## src/rtl/meu_pkg.sv

```systemverilog
// Shared types, codes and helpers for the execute unit.
package meu_pkg;

    localparam int unsigned DATA_BYTES_DEF = 65536;
    localparam logic [31:0] DATA_BASE_DEF  = 32'h1001_0000;
    localparam int unsigned QUEUE_DEPTH    = 2;

    localparam int unsigned CFG_IDX_W  = 2;
    localparam int unsigned CFG_DATA_W = 17;

    localparam logic [CFG_IDX_W-1:0] CFG_ENTRY  = 2'd0;
    localparam logic [CFG_IDX_W-1:0] CFG_LENGTH = 2'd1;
    localparam logic [CFG_IDX_W-1:0] CFG_DSIZE  = 2'd2;

    localparam logic [1:0] CMD_EXEC  = 2'd0;
    localparam logic [1:0] CMD_LOAD  = 2'd1;
    localparam logic [1:0] CMD_START = 2'd2;

    localparam logic [5:0] OPC_SPECIAL = 6'h00;
    localparam logic [5:0] OPC_BEQ     = 6'h04;
    localparam logic [5:0] OPC_BNE     = 6'h05;
    localparam logic [5:0] OPC_ADDI    = 6'h08;
    localparam logic [5:0] OPC_ADDIU   = 6'h09;
    localparam logic [5:0] OPC_ORI     = 6'h0d;
    localparam logic [5:0] OPC_LUI     = 6'h0f;
    localparam logic [5:0] OPC_MUL     = 6'h1c;
    localparam logic [5:0] OPC_LB      = 6'h20;
    localparam logic [5:0] OPC_LH      = 6'h21;
    localparam logic [5:0] OPC_LW      = 6'h23;
    localparam logic [5:0] OPC_SB      = 6'h28;
    localparam logic [5:0] OPC_SH      = 6'h29;
    localparam logic [5:0] OPC_SW      = 6'h2b;

    localparam logic [10:0] FN_ADD  = 11'h020;
    localparam logic [10:0] FN_ADDU = 11'h021;
    localparam logic [10:0] FN_SLT  = 11'h02a;
    localparam logic [10:0] FN_CLZ  = 11'h050;
    localparam logic [10:0] FN_CLO  = 11'h051;
    localparam logic [5:0]  FN_SYSCALL = 6'h0c;

    localparam logic [4:0] REG_V0 = 5'd2;
    localparam logic [4:0] REG_A0 = 5'd4;

    typedef enum logic [2:0] {
        ST_OK,
        ST_SYSCALL,
        ST_OVERFLOW,
        ST_BADINSN,
        ST_BADADDR,
        ST_PASTEND
    } t_status;

    typedef enum logic [4:0] {
        OP_NOP, OP_LOADB, OP_START,
        OP_ADDI, OP_ADDIU, OP_ORI, OP_LUI, OP_SYSCALL,
        OP_ADD, OP_ADDU, OP_SLT, OP_CLZ, OP_CLO, OP_MUL,
        OP_BEQ, OP_BNE, OP_LB, OP_LH, OP_LW, OP_SB, OP_SH, OP_SW,
        OP_BAD
    } t_op;

    typedef struct packed {
        t_op         op;
        logic [4:0]  ra;
        logic [4:0]  rb;
        logic [4:0]  rc;     // destination, also read for the old value
        logic [15:0] imm;
        logic [15:0] ld_off;
        logic [7:0]  ld_byte;
    } t_item;

    // queue <-> back handshake
    typedef struct packed {
        logic head_vld;
        logic pop;
    } t_qctl;

    function automatic logic [5:0] lead_zeros(input logic [31:0] v);
        logic [5:0] n;
        n = 6'd32;
        for (int i = 0; i < 32; i++) begin
            if (v[i]) n = 6'(31 - i);
        end
        return n;
    endfunction

    function automatic logic add_ovf(input logic [31:0] a, input logic [31:0] b,
                                     input logic [31:0] r);
        return (~(a[31] ^ b[31])) & (a[31] ^ r[31]);
    endfunction

endpackage

```

## src/rtl/meu_queue.sv

```systemverilog
// Short FIFO between the front end and the execute back end.
module meu_queue #(
    parameter int unsigned DEPTH = 2
) (
    input  logic           i_clk,
    input  logic           i_rst_n,
    input  logic           i_push,
    input  meu_pkg::t_item i_item,
    output logic           o_full,
    input  meu_pkg::t_qctl i_ctl,
    output meu_pkg::t_item o_head,
    output logic           o_head_vld
);
    import meu_pkg::*;

    localparam int unsigned PW = (DEPTH > 1) ? $clog2(DEPTH) : 1;
    localparam int unsigned CW = $clog2(DEPTH + 1);

    t_item          r_slot [DEPTH];
    logic [PW-1:0]  r_wr_ptr, r_rd_ptr;
    logic [CW-1:0]  r_count, n_count;
    logic           do_pop;

    assign o_full     = (r_count == CW'(DEPTH));
    assign o_head_vld = (r_count != '0);
    assign o_head     = r_slot[r_rd_ptr];
    assign do_pop     = i_ctl.pop && o_head_vld;

    always_comb begin
        n_count = r_count;
        if (i_push && !do_pop) n_count = r_count + 1'b1;
        if (!i_push && do_pop) n_count = r_count - 1'b1;
    end

    always_ff @(posedge i_clk) begin
        if (!i_rst_n) begin
            r_wr_ptr <= '0;
            r_rd_ptr <= '0;
            r_count  <= '0;
        end else begin
            r_count <= n_count;
            if (i_push)
                r_wr_ptr <= (r_wr_ptr == PW'(DEPTH - 1)) ? '0 : r_wr_ptr + 1'b1;
            if (do_pop)
                r_rd_ptr <= (r_rd_ptr == PW'(DEPTH - 1)) ? '0 : r_rd_ptr + 1'b1;
        end
    end

    always_ff @(posedge i_clk) begin
        if (i_push) r_slot[r_wr_ptr] <= i_item;
    end
endmodule

```

## config.mk

```make
export PLATFORM = sky130hd
export DESIGN_NAME = meu_queue
export DESIGN_NICKNAME = d
export VERILOG_FILES = /design/src/rtl/meu_pkg.sv /design/src/rtl/meu_queue.sv
export SDC_FILE = /design/constraint.sdc
export NUM_CORES = 1
export LEC_CHECK = 0
export ABC_CLOCK_PERIOD_IN_PS = 4750
export BUFFER_PORTS_ARGS = -buffer_cell sky130_fd_sc_hd__buf_2
export CORE_UTILIZATION = 45
export DETAILED_ROUTE_END_ITERATION = 8
export PLACE_DENSITY = 0.81
export SLEW_MARGIN = 20
export SYNTH_ARGS = -nofsm -noshare
export SYNTH_HDL_FRONTEND = slang
export SYNTH_SLANG_ARGS = --single-unit
```

## constraint.sdc

```tcl
create_clock -name i_clk -period 4.75 [get_ports i_clk]
set_input_delay 0.475 -clock i_clk [delete_from_list [all_inputs] [get_ports i_clk]]
set_output_delay 0.475 -clock i_clk [all_outputs]
set_load 0.1 [all_outputs]
```

# After elaboration in Yosys (flattened, before gate mapping)
# Memories as Yosys holds them, arrays and structs flattened. A register that Yosys moved wholly into a read port is not among the register bits.
# Index checks and enable logic that the tools add are counted.
# totals
output_inout_bits	62
word_cells	24
mem_count	1
ramBits	120
regBits	4
# classes
addsub	4
eq_ne	1
n_mux	8
n_reduce_logical	7
# mem_list
name	words	word_bits	read_ports	rd_ports_with_merged_regs	write_ports	line_no	rtl
r_slot	2	60	1	1	1	meu_queue.sv:19	t_item r_slot [DEPTH];
# ops
operator	count
1-bit two-way mux	6
2-bit two-way mux	2
2-bit nonzero test	2
1-bit logical AND	3
1-bit adder, second input constant	2
2-bit by 1-bit adder with 2-bit output, second input constant	1
2-bit equality test, second input constant	1
1-bit zero test	2
2-bit by 1-bit subtractor with 2-bit output, second input constant	1

# Longest topological paths before layout
# depth
word_depth	6
depth_mapped	5
depth_no_buf	5

# Least setup slack after synthesis
# Ideal clock, no wire load.
# synth_path
kind	input to register
startpoint	input port i_push
endpoint	memory r_slot[0][0] (netlist bit), enable pin
setup_slack_ns	1.188
path_stages	2
path_buffers	0
t_arrival_ns	3.081
path_cell_list	inv_1 -> nor2_1
# synth_between
elab_chain_len	2
# synth_lines
element	line_no	rtl
from (decl)	meu_queue.sv:7	input logic i_push,
1-bit two-way mux	meu_queue.sv:50	if (i_push) r_slot[r_wr_ptr] <= i_item;
1-bit two-way mux (implied by the code)	meu_queue.sv:50	
to (decl)	meu_queue.sv:19	
# Every way passes these cells.

==> impl_metrics.toml <==
[outcome]
status = "completed"

[power]
max-vdd-ir-drop_uv = 384.3
power_density_nw_per_um2 = 664.5
power_w = 0.003890
p_leak_nw = 2.202

[grt]
grt_antenna_before_repair = 0
grtUsageTotal = 0.1519
grt-ovfl-total = 0
grt_max_degree = 45
grt_pass1_wl_um = 11370
grt_pass1_vias = 2380

[worst_hold_path]
worstHoldPathType = "in2reg"

[clocking]
cts-root-buf = "clkbuf_8"
ctsResizeCount = 0
cts_buffers = 17
holdBufCountCts = 0
post-cts-setup-buffers = 0
clk_path_buf_depth = 2
cts_tree = "built"
insertion_delay_ns = 0.49
cts.sinks = 125
clkSlewWorstSetupHoldPaths_ns = 0.06
htreeDepth = 4

[critical_path]
path_delay_family = "flip-flops"
critPathMaxFanout = 44
slowest_delay_ns = 0.73
crit_type = "reg2out"
cp_cell_sequence = "buf_4 -> mux2_2 -> buf_2"
arrival_ns = 2.26
slowest_stage = "dfxtp_4"
critPathBufInv = 2
cp_data_required_time_ns = 4.28
critPathLaunchType = "flip-flop"
endpoint_kind = "primary output"

[synth]
syn_avg_cell_area_um2 = 21.62
synth_warnings = 0
synthCells = 210
syn-num-nets = 276
post-synth-top-area-fraction = 0.7938
synth_area_leaders = "edfxtp_1 (79%), mux2_2 (15%), dfxtp_1 (2.2%)"
yosysSeqAreaShare = 0.8159
ys_types = 17
synth.largest_area_cell = "edfxtp_1"
syn_area_um2 = 4539
ys_seq_elements = 125

[drt]
avgRoutedWirePerCell_um = 15.24
wl_um = 7557
route.met2.wl_um = 4058
firstDrtPassIters = 4
via_per_inst = 4.752
wl_met3_um = 473
drtIter0Drc = 67
drcViolationCount = 0
ant_nets = 0
num_vias = 2357
routedLengthMet1_um = 2895
highest_layer = "met4"

[timing]
final.min_clock_period_ns = 2.739
hold_violations = 0
fmax_mhz = 365.2
fin_crit_sh = 0.5765
rsz0062_at_grt = "no"
setup_tns_ns = 0
tightest_slew_ns = 1.016
finalMaxSlewViolations = 0
clock_skew_ns = 0.004646
relSlewSlack = 0.3208
setup_slack_ns = 2.011
whs_ns = 0.1610
finalSetupViolCount = 0

[placement]
place.port_buffers = 125
post-place-ws_ns = 2.149
dpl.hpwl_um = 4939
gp_congestion = 0.6754

[floorplan]
num_rows = 36
start_util = 0.4644
core_area_um2 = 9774
ios = 127
die_height_um = 102.4
die-area_um2 = 10490
dieWidth_um = 102.4

[layout]
drive_above_1_share = 0.6033
nets = 416
multi_input_area_um2 = 807.0
fillCellCount = 783
diodes = 0
areaGrowthSynthToFinish_pct = 28.94
seqCellArea_um2 = 3707

[flow_run]
max_cap_viol_count = 0
==> cells in the final DEF (no fill, tap or decap) <==
cell	instances
inv_1	1
nor2b_1	3
and2b_2	1
o21ai_0	1
or2_2	1
dfxtp_4	1
or3_1	1
clkinvlp_4	2
clkinv_2	5
bufinv_16	1
dfxtp_1	4
o21a_1	2
buf_2	125
a21boi_1	1
and2_1	1
buf_4	3
and2_2	1
edfxtp_1	120
clkbuf_1	5
clkinv_1	1
ha_1	1
xnor2_1	3
mux2_2	60
clkbuf_16	16
nor2_4	1
clkbuf_8	2
==> cell usage after synthesis <==
cell and instances:
edfxtp_1 120, mux2_2 60, buf_2 6, dfxtp_1 5
nor2b_1 3, xnor2_1 3, and2_1 2, o21a_1 2
a21boi_1 1, and2b_2 1, clkbuf_1 1, ha_1 1
inv_1 1, nor2_1 1, o21ai_0 1, or2_2 1
or3_1 1
==> per-layer routing <==
metal | global-route usage | up-vias
li1 | - | 1108
met1 | 0.1582 | 1158
met2 | 0.2692 | 79
met3 | 0.05472 | 12
met4 | 0.07582 | 0
met5 | 0 | -
==> registers in the layout, summed over array words and instances, names as in the netlist, named ones only <==
name,cells
r_rd_ptr,1
r_count,2
r_wr_ptr,1
r_slot,120
==> power by group <==
| group | leakage [nW] | internal, W | switching (W) |
|---|---|---|---|
| combinational | 0.780 | 0.000284 | 0.00113 |
| sequential | 1.17 | 0.00129 | 0.0000742 |
| clock | 0.253 | 0.000699 | 0.000414 |
==> through the flow <==
| step | cell area (µm²) | std cells | util |
|---|---|---|---|
| 6_report | 5853 | 496 | 0.5988 |
| 5_1_grt | 5853 | 496 | 0.5988 |
| 4_1_cts | 5851 | 496 | 0.5986 |
| 3_5_place_dp | 5330 | 464 | 0.5453 |
| 3_3_place_gp | 5330 | 464 | 0.5453 |
| 2_1_floorplan | 4539 | 210 | - |
==> cell families (layout without fill, tap and decap cells) <==
group / Yosys count / in the layout / synth area share
AO/OA/AOI/OAI: 4 / 4 / 0.006063
XOR/XNOR: 3 / 3 / 0.005789
adder cells (fa/ha/maj): 1 / 1 / 0.002756
buffers and inverters: 8 / 161 / 0.008268
flip-flops: 125 / 125 / 0.8159
multiplexers: 60 / 60 / 0.1488
AND/OR/NAND/NOR: 9 / 9 / 0.01240
==> layout make-up <==
cell class,instances,share of cell area
Clock inverter,9,0.01261
Multi-Input combinational cell,77,0.1379
Clock buffer,23,0.07631
Tap cell,133,0.02843
Inverter,1,0.0006413
Sequential cell,125,0.6334
Timing Repair Buffer,128,0.1107
==> worst paths after layout <==
check,from,end,slack [ns],cells after the start
max,flip-flop,o_head[39],2.01,3
max reg2reg,r_wr_ptr,r_slot[0][11],2.76,2
min reg2reg,r_count[1],r_count[1],0.53,2
min,i_item[5],r_slot[1][5],0.16,1
No activity file was read; power rests on OpenSTA's default activity.
