### src/rtl/meu_pkg.sv
// Shared types, codes and helpers for the execute unit.
package meu_pkg;

    localparam int unsigned DATA_BYTES_DEF = 65536;
    localparam logic [31:0] DATA_BASE_DEF  = 32'h1001_0000;
    localparam int unsigned QUEUE_DEPTH    = 2;

    localparam int unsigned CFG_IDX_W  = 2;
    localparam int unsigned CFG_DATA_W = 17;

    localparam logic [CFG_IDX_W-1:0] CFG_ENTRY  = 2'd0;
    localparam logic [CFG_IDX_W-1:0] CFG_LENGTH = 2'd1;
    localparam logic [CFG_IDX_W-1:0] CFG_DSIZE  = 2'd2;

    localparam logic [1:0] CMD_EXEC  = 2'd0;
    localparam logic [1:0] CMD_LOAD  = 2'd1;
    localparam logic [1:0] CMD_START = 2'd2;

    localparam logic [5:0] OPC_SPECIAL = 6'h00;
    localparam logic [5:0] OPC_BEQ     = 6'h04;
    localparam logic [5:0] OPC_BNE     = 6'h05;
    localparam logic [5:0] OPC_ADDI    = 6'h08;
    localparam logic [5:0] OPC_ADDIU   = 6'h09;
    localparam logic [5:0] OPC_ORI     = 6'h0d;
    localparam logic [5:0] OPC_LUI     = 6'h0f;
    localparam logic [5:0] OPC_MUL     = 6'h1c;
    localparam logic [5:0] OPC_LB      = 6'h20;
    localparam logic [5:0] OPC_LH      = 6'h21;
    localparam logic [5:0] OPC_LW      = 6'h23;
    localparam logic [5:0] OPC_SB      = 6'h28;
    localparam logic [5:0] OPC_SH      = 6'h29;
    localparam logic [5:0] OPC_SW      = 6'h2b;

    localparam logic [10:0] FN_ADD  = 11'h020;
    localparam logic [10:0] FN_ADDU = 11'h021;
    localparam logic [10:0] FN_SLT  = 11'h02a;
    localparam logic [10:0] FN_CLZ  = 11'h050;
    localparam logic [10:0] FN_CLO  = 11'h051;
    localparam logic [5:0]  FN_SYSCALL = 6'h0c;

    localparam logic [4:0] REG_V0 = 5'd2;
    localparam logic [4:0] REG_A0 = 5'd4;

    typedef enum logic [2:0] {
        ST_OK,
        ST_SYSCALL,
        ST_OVERFLOW,
        ST_BADINSN,
        ST_BADADDR,
        ST_PASTEND
    } t_status;

    typedef enum logic [4:0] {
        OP_NOP, OP_LOADB, OP_START,
        OP_ADDI, OP_ADDIU, OP_ORI, OP_LUI, OP_SYSCALL,
        OP_ADD, OP_ADDU, OP_SLT, OP_CLZ, OP_CLO, OP_MUL,
        OP_BEQ, OP_BNE, OP_LB, OP_LH, OP_LW, OP_SB, OP_SH, OP_SW,
        OP_BAD
    } t_op;

    typedef struct packed {
        t_op         op;
        logic [4:0]  ra;
        logic [4:0]  rb;
        logic [4:0]  rc;     // destination, also read for the old value
        logic [15:0] imm;
        logic [15:0] ld_off;
        logic [7:0]  ld_byte;
    } t_item;

    // queue <-> back handshake
    typedef struct packed {
        logic head_vld;
        logic pop;
    } t_qctl;

    function automatic logic [5:0] lead_zeros(input logic [31:0] v);
        logic [5:0] n;
        n = 6'd32;
        for (int i = 0; i < 32; i++) begin
            if (v[i]) n = 6'(31 - i);
        end
        return n;
    endfunction

    function automatic logic add_ovf(input logic [31:0] a, input logic [31:0] b,
                                     input logic [31:0] r);
        return (~(a[31] ^ b[31])) & (a[31] ^ r[31]);
    endfunction

endpackage

### src/rtl/meu_front.sv
// Front end: classifies an incoming beat and picks register read ports.
module meu_front (
    input  logic [1:0]     i_command,
    input  logic [31:0]    i_instruction,
    input  logic [15:0]    i_load_offset,
    input  logic [7:0]     i_load_byte,
    output meu_pkg::t_item o_item
);
    import meu_pkg::*;

    logic [5:0]  opc;
    logic [10:0] fn;
    t_item       item;

    assign opc = i_instruction[31:26];
    assign fn  = i_instruction[10:0];

    always_comb begin
        item         = '0;
        item.op      = OP_BAD;
        item.ra      = i_instruction[25:21];
        item.rb      = i_instruction[20:16];
        item.rc      = i_instruction[20:16];
        item.imm     = i_instruction[15:0];
        item.ld_off  = i_load_offset;
        item.ld_byte = i_load_byte;
        case (opc)
            OPC_SPECIAL: begin
                item.rc = i_instruction[15:11];
                if (i_instruction[5:0] == FN_SYSCALL) begin
                    item.op = OP_SYSCALL;
                    item.ra = REG_V0;
                    item.rb = REG_A0;
                end else begin
                    case (fn)
                        FN_ADD:  item.op = OP_ADD;
                        FN_ADDU: item.op = OP_ADDU;
                        FN_SLT:  item.op = OP_SLT;
                        FN_CLZ:  item.op = OP_CLZ;
                        FN_CLO:  item.op = OP_CLO;
                        default: item.op = OP_BAD;
                    endcase
                end
            end
            OPC_MUL: begin
                item.op = OP_MUL;
                item.rc = i_instruction[15:11];
            end
            OPC_ADDI:  item.op = OP_ADDI;
            OPC_ADDIU: item.op = OP_ADDIU;
            OPC_ORI:   item.op = OP_ORI;
            OPC_LUI:   item.op = OP_LUI;
            OPC_BEQ:   item.op = OP_BEQ;
            OPC_BNE:   item.op = OP_BNE;
            OPC_LB:    item.op = OP_LB;
            OPC_LH:    item.op = OP_LH;
            OPC_LW:    item.op = OP_LW;
            OPC_SB:    item.op = OP_SB;
            OPC_SH:    item.op = OP_SH;
            OPC_SW:    item.op = OP_SW;
            default:   item.op = OP_BAD;
        endcase
        case (i_command)
            CMD_EXEC:  ;
            CMD_LOAD:  item.op = OP_LOADB;
            CMD_START: item.op = OP_START;
            default:   item.op = OP_NOP;
        endcase
    end

    assign o_item = item;
endmodule

### config.mk
export PLATFORM = sky130hd
export DESIGN_NAME = meu_front
export DESIGN_NICKNAME = d
export VERILOG_FILES = /design/src/rtl/meu_pkg.sv /design/src/rtl/meu_front.sv
export SDC_FILE = /design/constraint.sdc
export NUM_CORES = 1
export LEC_CHECK = 0
export BUFFER_PORTS_ARGS = -buffer_cell sky130_fd_sc_hd__buf_2
export CORE_MARGIN = 4
export CORE_UTILIZATION = 36
export DETAILED_ROUTE_END_ITERATION = 10
export PLACE_DENSITY = 0.9
export RECOVER_POWER = 50
export SETUP_SLACK_MARGIN = 0.5
export SLEW_MARGIN = 30
export SYNTH_ARGS = -nofsm -noshare
export SYNTH_HDL_FRONTEND = slang
export SYNTH_SLANG_ARGS = --single-unit
### constraint.sdc
create_clock -name vclk -period 5.2
set_clock_uncertainty 0.1 [all_clocks]
set_input_delay 1.04 -clock vclk [all_inputs]
set_output_delay 1.04 -clock vclk [all_outputs]
set_load 0.01 [all_outputs]
# ---- Word level (Yosys, flattened, before mapping)
# Cells that the tools add are included.
dict set report totals {
  inputBits 58
  regBits 0
  out_inout_bits 60
  elab_cells 31
}
dict set report op_classes {
  eq_ne 21
  n_reduce_logical 3
  mux 7
}
# cell count
set op_table {}
lappend op_table {{one-hot mux 5 bit (14 select lines)} 1}
lappend op_table {{equality test 6 bit (second input constant)} 6}
lappend op_table {{equality test 11 x 6 -> 1 bit (second input constant)} 3}
lappend op_table {{equality test 6 x 4 -> 1 bit (second input constant)} 5}
lappend op_table {{one-hot mux 5 bit (5 select lines)} 1}
lappend op_table {{equality test 11 x 7 -> 1 bit (second input constant)} 2}
lappend op_table {{2-to-1 mux 10 bit} 2}
lappend op_table {{one-hot mux 5 bit (3 select lines)} 1}
lappend op_table {{equality test 6 x 3 -> 1 bit (second input constant)} 2}
lappend op_table {{2-to-1 mux 5 bit} 2}
lappend op_table {{equality test 6 x 5 -> 1 bit (second input constant)} 1}
lappend op_table {{logical NOT 6 bit} 1}
lappend op_table {{equality test 2 x 1 -> 1 bit (second input constant)} 1}
lappend op_table {{equality test 2 bit (second input constant)} 1}
lappend op_table {{logical NOT 2 bit} 1}
lappend op_table {{OR reduction 2 bit} 1}

# ---- Longest topological paths before layout
dict set report depth {
  ltp_word 5
  mapped_depth 6
}

# ---- Worst setup path after synthesis
# OpenSTA, ideal clock, no wires.
dict set report synth_path {
  path_kind {input to output}
  start {input i_instruction[28]}
  end {output o_item[55] (netlist bit)}
  path_slack_ps 1851
  t_required_ps 4060
  t_arrival_ps 2209
  path_stages 5
  n_path_buf 1
  cell_sequence {buf_6 -> nor4_4 -> nand2_1 -> or4b_1 -> a41oi_2}
}
# element line_no
set synth_lines {}
lappend synth_lines {{start, declared} meu_front.sv:4} ;# input logic [31:0] i_instruction,
lappend synth_lines {{end, declared} meu_front.sv:7} ;# output meu_pkg::t_item o_item

==> metrics.md <==
| Metric | Value |
|---|---|
| RSZ-0062 raised after global routing | `false` |
| Compound-Gate Fraction of Synth Area | `20.4%` |
| Drt pass-1 iters | `4` |
| Slowest cell on crit path | `or4b_1` |
| Measured slew at the worst slew-check pin | `0.498 ns` |
| Final-report setup violation count | `0` |
| Worst Path Arrival | `2.44 ns` |
| Die Width | `58.3 um` |
| FFs & Latches | `0` |
| Status | `completed` |
| Nets | `215` |
| CTS Hold Buffers Added | `0` |
| Slew Viols, Final | `0` |
| Remaining Overflow, GRT | `0` |
| Largest family of logic cells by synthesized area | `buffers and inverters` |
| Area growth from synthesis to layout | `4.81%` |
| Adder-Cell Fraction of Synth Area | `0%` |
| First-pass GRT wire length | `3680 um` |
| Slew HR | `66.7%` |
| Initial Util | `39.6%` |
| Crit path max fanout | `14` |
| Simple-Gate Fraction of Synth Area | `31.8%` |
| Sequential area share after synthesis | `0%` |
| Mapped Nets | `189` |
| Vias in the first global route | `880` |
| Syn Area/Cell | `6.94 sq um` |
| FP Rows | `17` |
| Register area | `0 sq um` |
| Layout Utilization | `41.5%` |
| Most frequent cells in the layout | `64 x buf_2, 8 x nor2_1, 8 x nand2_1, 8 x and2_1` |
| Final hold violation count | `0` |
| GPL Wtd Cong | `0.906` |
| Vias | `961` |
| Clock buffer count | `0` |
| Area of the multi-input gates | `561 sq um` |
| Hold path cells | `0` |
| Worst EP required | `4.06 ns` |
| Max-cap violation count | `0` |
| Crit path time final | `3.58 ns` |
| Largest net degree at the start of global routing | `15` |
| Routed wire length | `2400 um` |
| Gates resized, CTS repair | `0` |
| Synth unique cells | `38` |
| Crit-path max cell delay | `0.49 ns` |
| XOR/XNOR Fraction of Synth Area | `0%` |
| Layout cells sized above 1 | `49.7%` |
| Antenna Violating Nets Remaining | `0` |
| Total Routing Usage GR | `12.7%` |
| WP buf/inv | `2` |
| Post-Synthesis Cells | `131` |
| Final Cycle Share | `68.9%` |
| Crit path kind | `in2out` |
| # fillers | `259` |
| Routed vias/inst | `5.25` |
| HPWL after DPL | `2080 um` |
| Top-level I/O count | `118` |
| DR WL/cell | `13.1 um` |
| CP cell instances | `buf_2, nor4_4, nand2_1, or4b_1, a41oi_2, buf_2` |
| Core box area | `2300 sq um` |
| Die height | `58.3 um` |
| Initial antenna violation count | `0` |
| Worst Hold Class | `in2out` |
| CP delay by family, top | `simple AND/OR/NAND/NOR gates` |
| Post-CTS Repair Setup Buffers | `0` |
| Startpoint Class | `primary input` |
| Most common cell on crit path | `buf_2` |
| Achievable Freq | `279 MHz` |
| IO buf count | `70` |
| # diodes | `0` |
| Leak pwr | `0.455 nW` |
| Commonest non-fill, non-tap cell in the layout | `buf_2` |
| DRC | `0` |
| Cell area power density | `72.4 nW/um^2` |
| Synth Warn # | `0` |
| Die area | `3390 sq um` |
| Crit path depth | `6` |
| Iter 0 DRT Violations | `35` |
| Setup TNS Final | `0 ns` |
| Maximum vdd ir drop | `0.0368 mV` |
| Mux cell area share after synthesis | `9.49%` |
| Critical Path End Type | `primary output` |
| Netlist Area Pre-Place | `910 sq um` |
-- routing by layer --
metal	GRT usage (%)	wire, um	vias to the layer above
met5	0	0	-
met4	4.97	76	0
met3	3.79	359	12
met2	22.5	1080	69
met1	14.0	883	410
li1	-	-	470
-- path summary, 6_finish.rpt --
path                           from    endpoint  slack, ns
hold / removal    i_load_offset[12]  o_item[20]       1.98
setup / recovery  i_instruction[29]  o_item[55]       1.62
-- cell usage after synthesis (all sizes together) (3+ instances only) --
cell type	instances	area, sq um
inv	4	15.0
a31oi	4	25.0
nand2	8	30.0
o21ai	5	25.0
a21oi	6	30.0
buf	44	327
nor2b	3	18.8
mux2i	3	30.0
mux2	5	56.3
and2	9	57.6
nor2	9	41.3
-- cell type report --
type | count | share of cell area [%]
multi-input combinational | 81 | 58.8
inverter | 4 | 1.57
timing repair buffer | 70 | 36.0
tap | 28 | 3.67
-- through the flow --
stage	std cells	cell area, sq um	power, mW	worst slack (ns)	hold WS (ns)
after floorplan	131	910	0.0646	1.85	2.01
after global placement	183	961	0.0691	1.63	1.98
after detailed placement	183	961	0.0699	1.61	1.98
after CTS	183	961	0.0703	1.61	1.98
after global routing	183	953	0.0765	1.46	1.98
final	183	953	0.0690	1.62	1.98
-- cell families after synthesis --
kind of cell / Yosys count
multiplexers: 8
buffers and inverters: 50
AO/OA/AOI/OAI: 27
AND/OR/NAND/NOR: 46
-- power breakdown --
group,leakage [nW],internal (mW),switching [mW]
combinational,0.455,0.0315,0.0375
clock,0,0,0
sequential,0,0,0
total,0.455,0.0315,0.0375
Note: power is estimated with default switching activity, not from simulation.
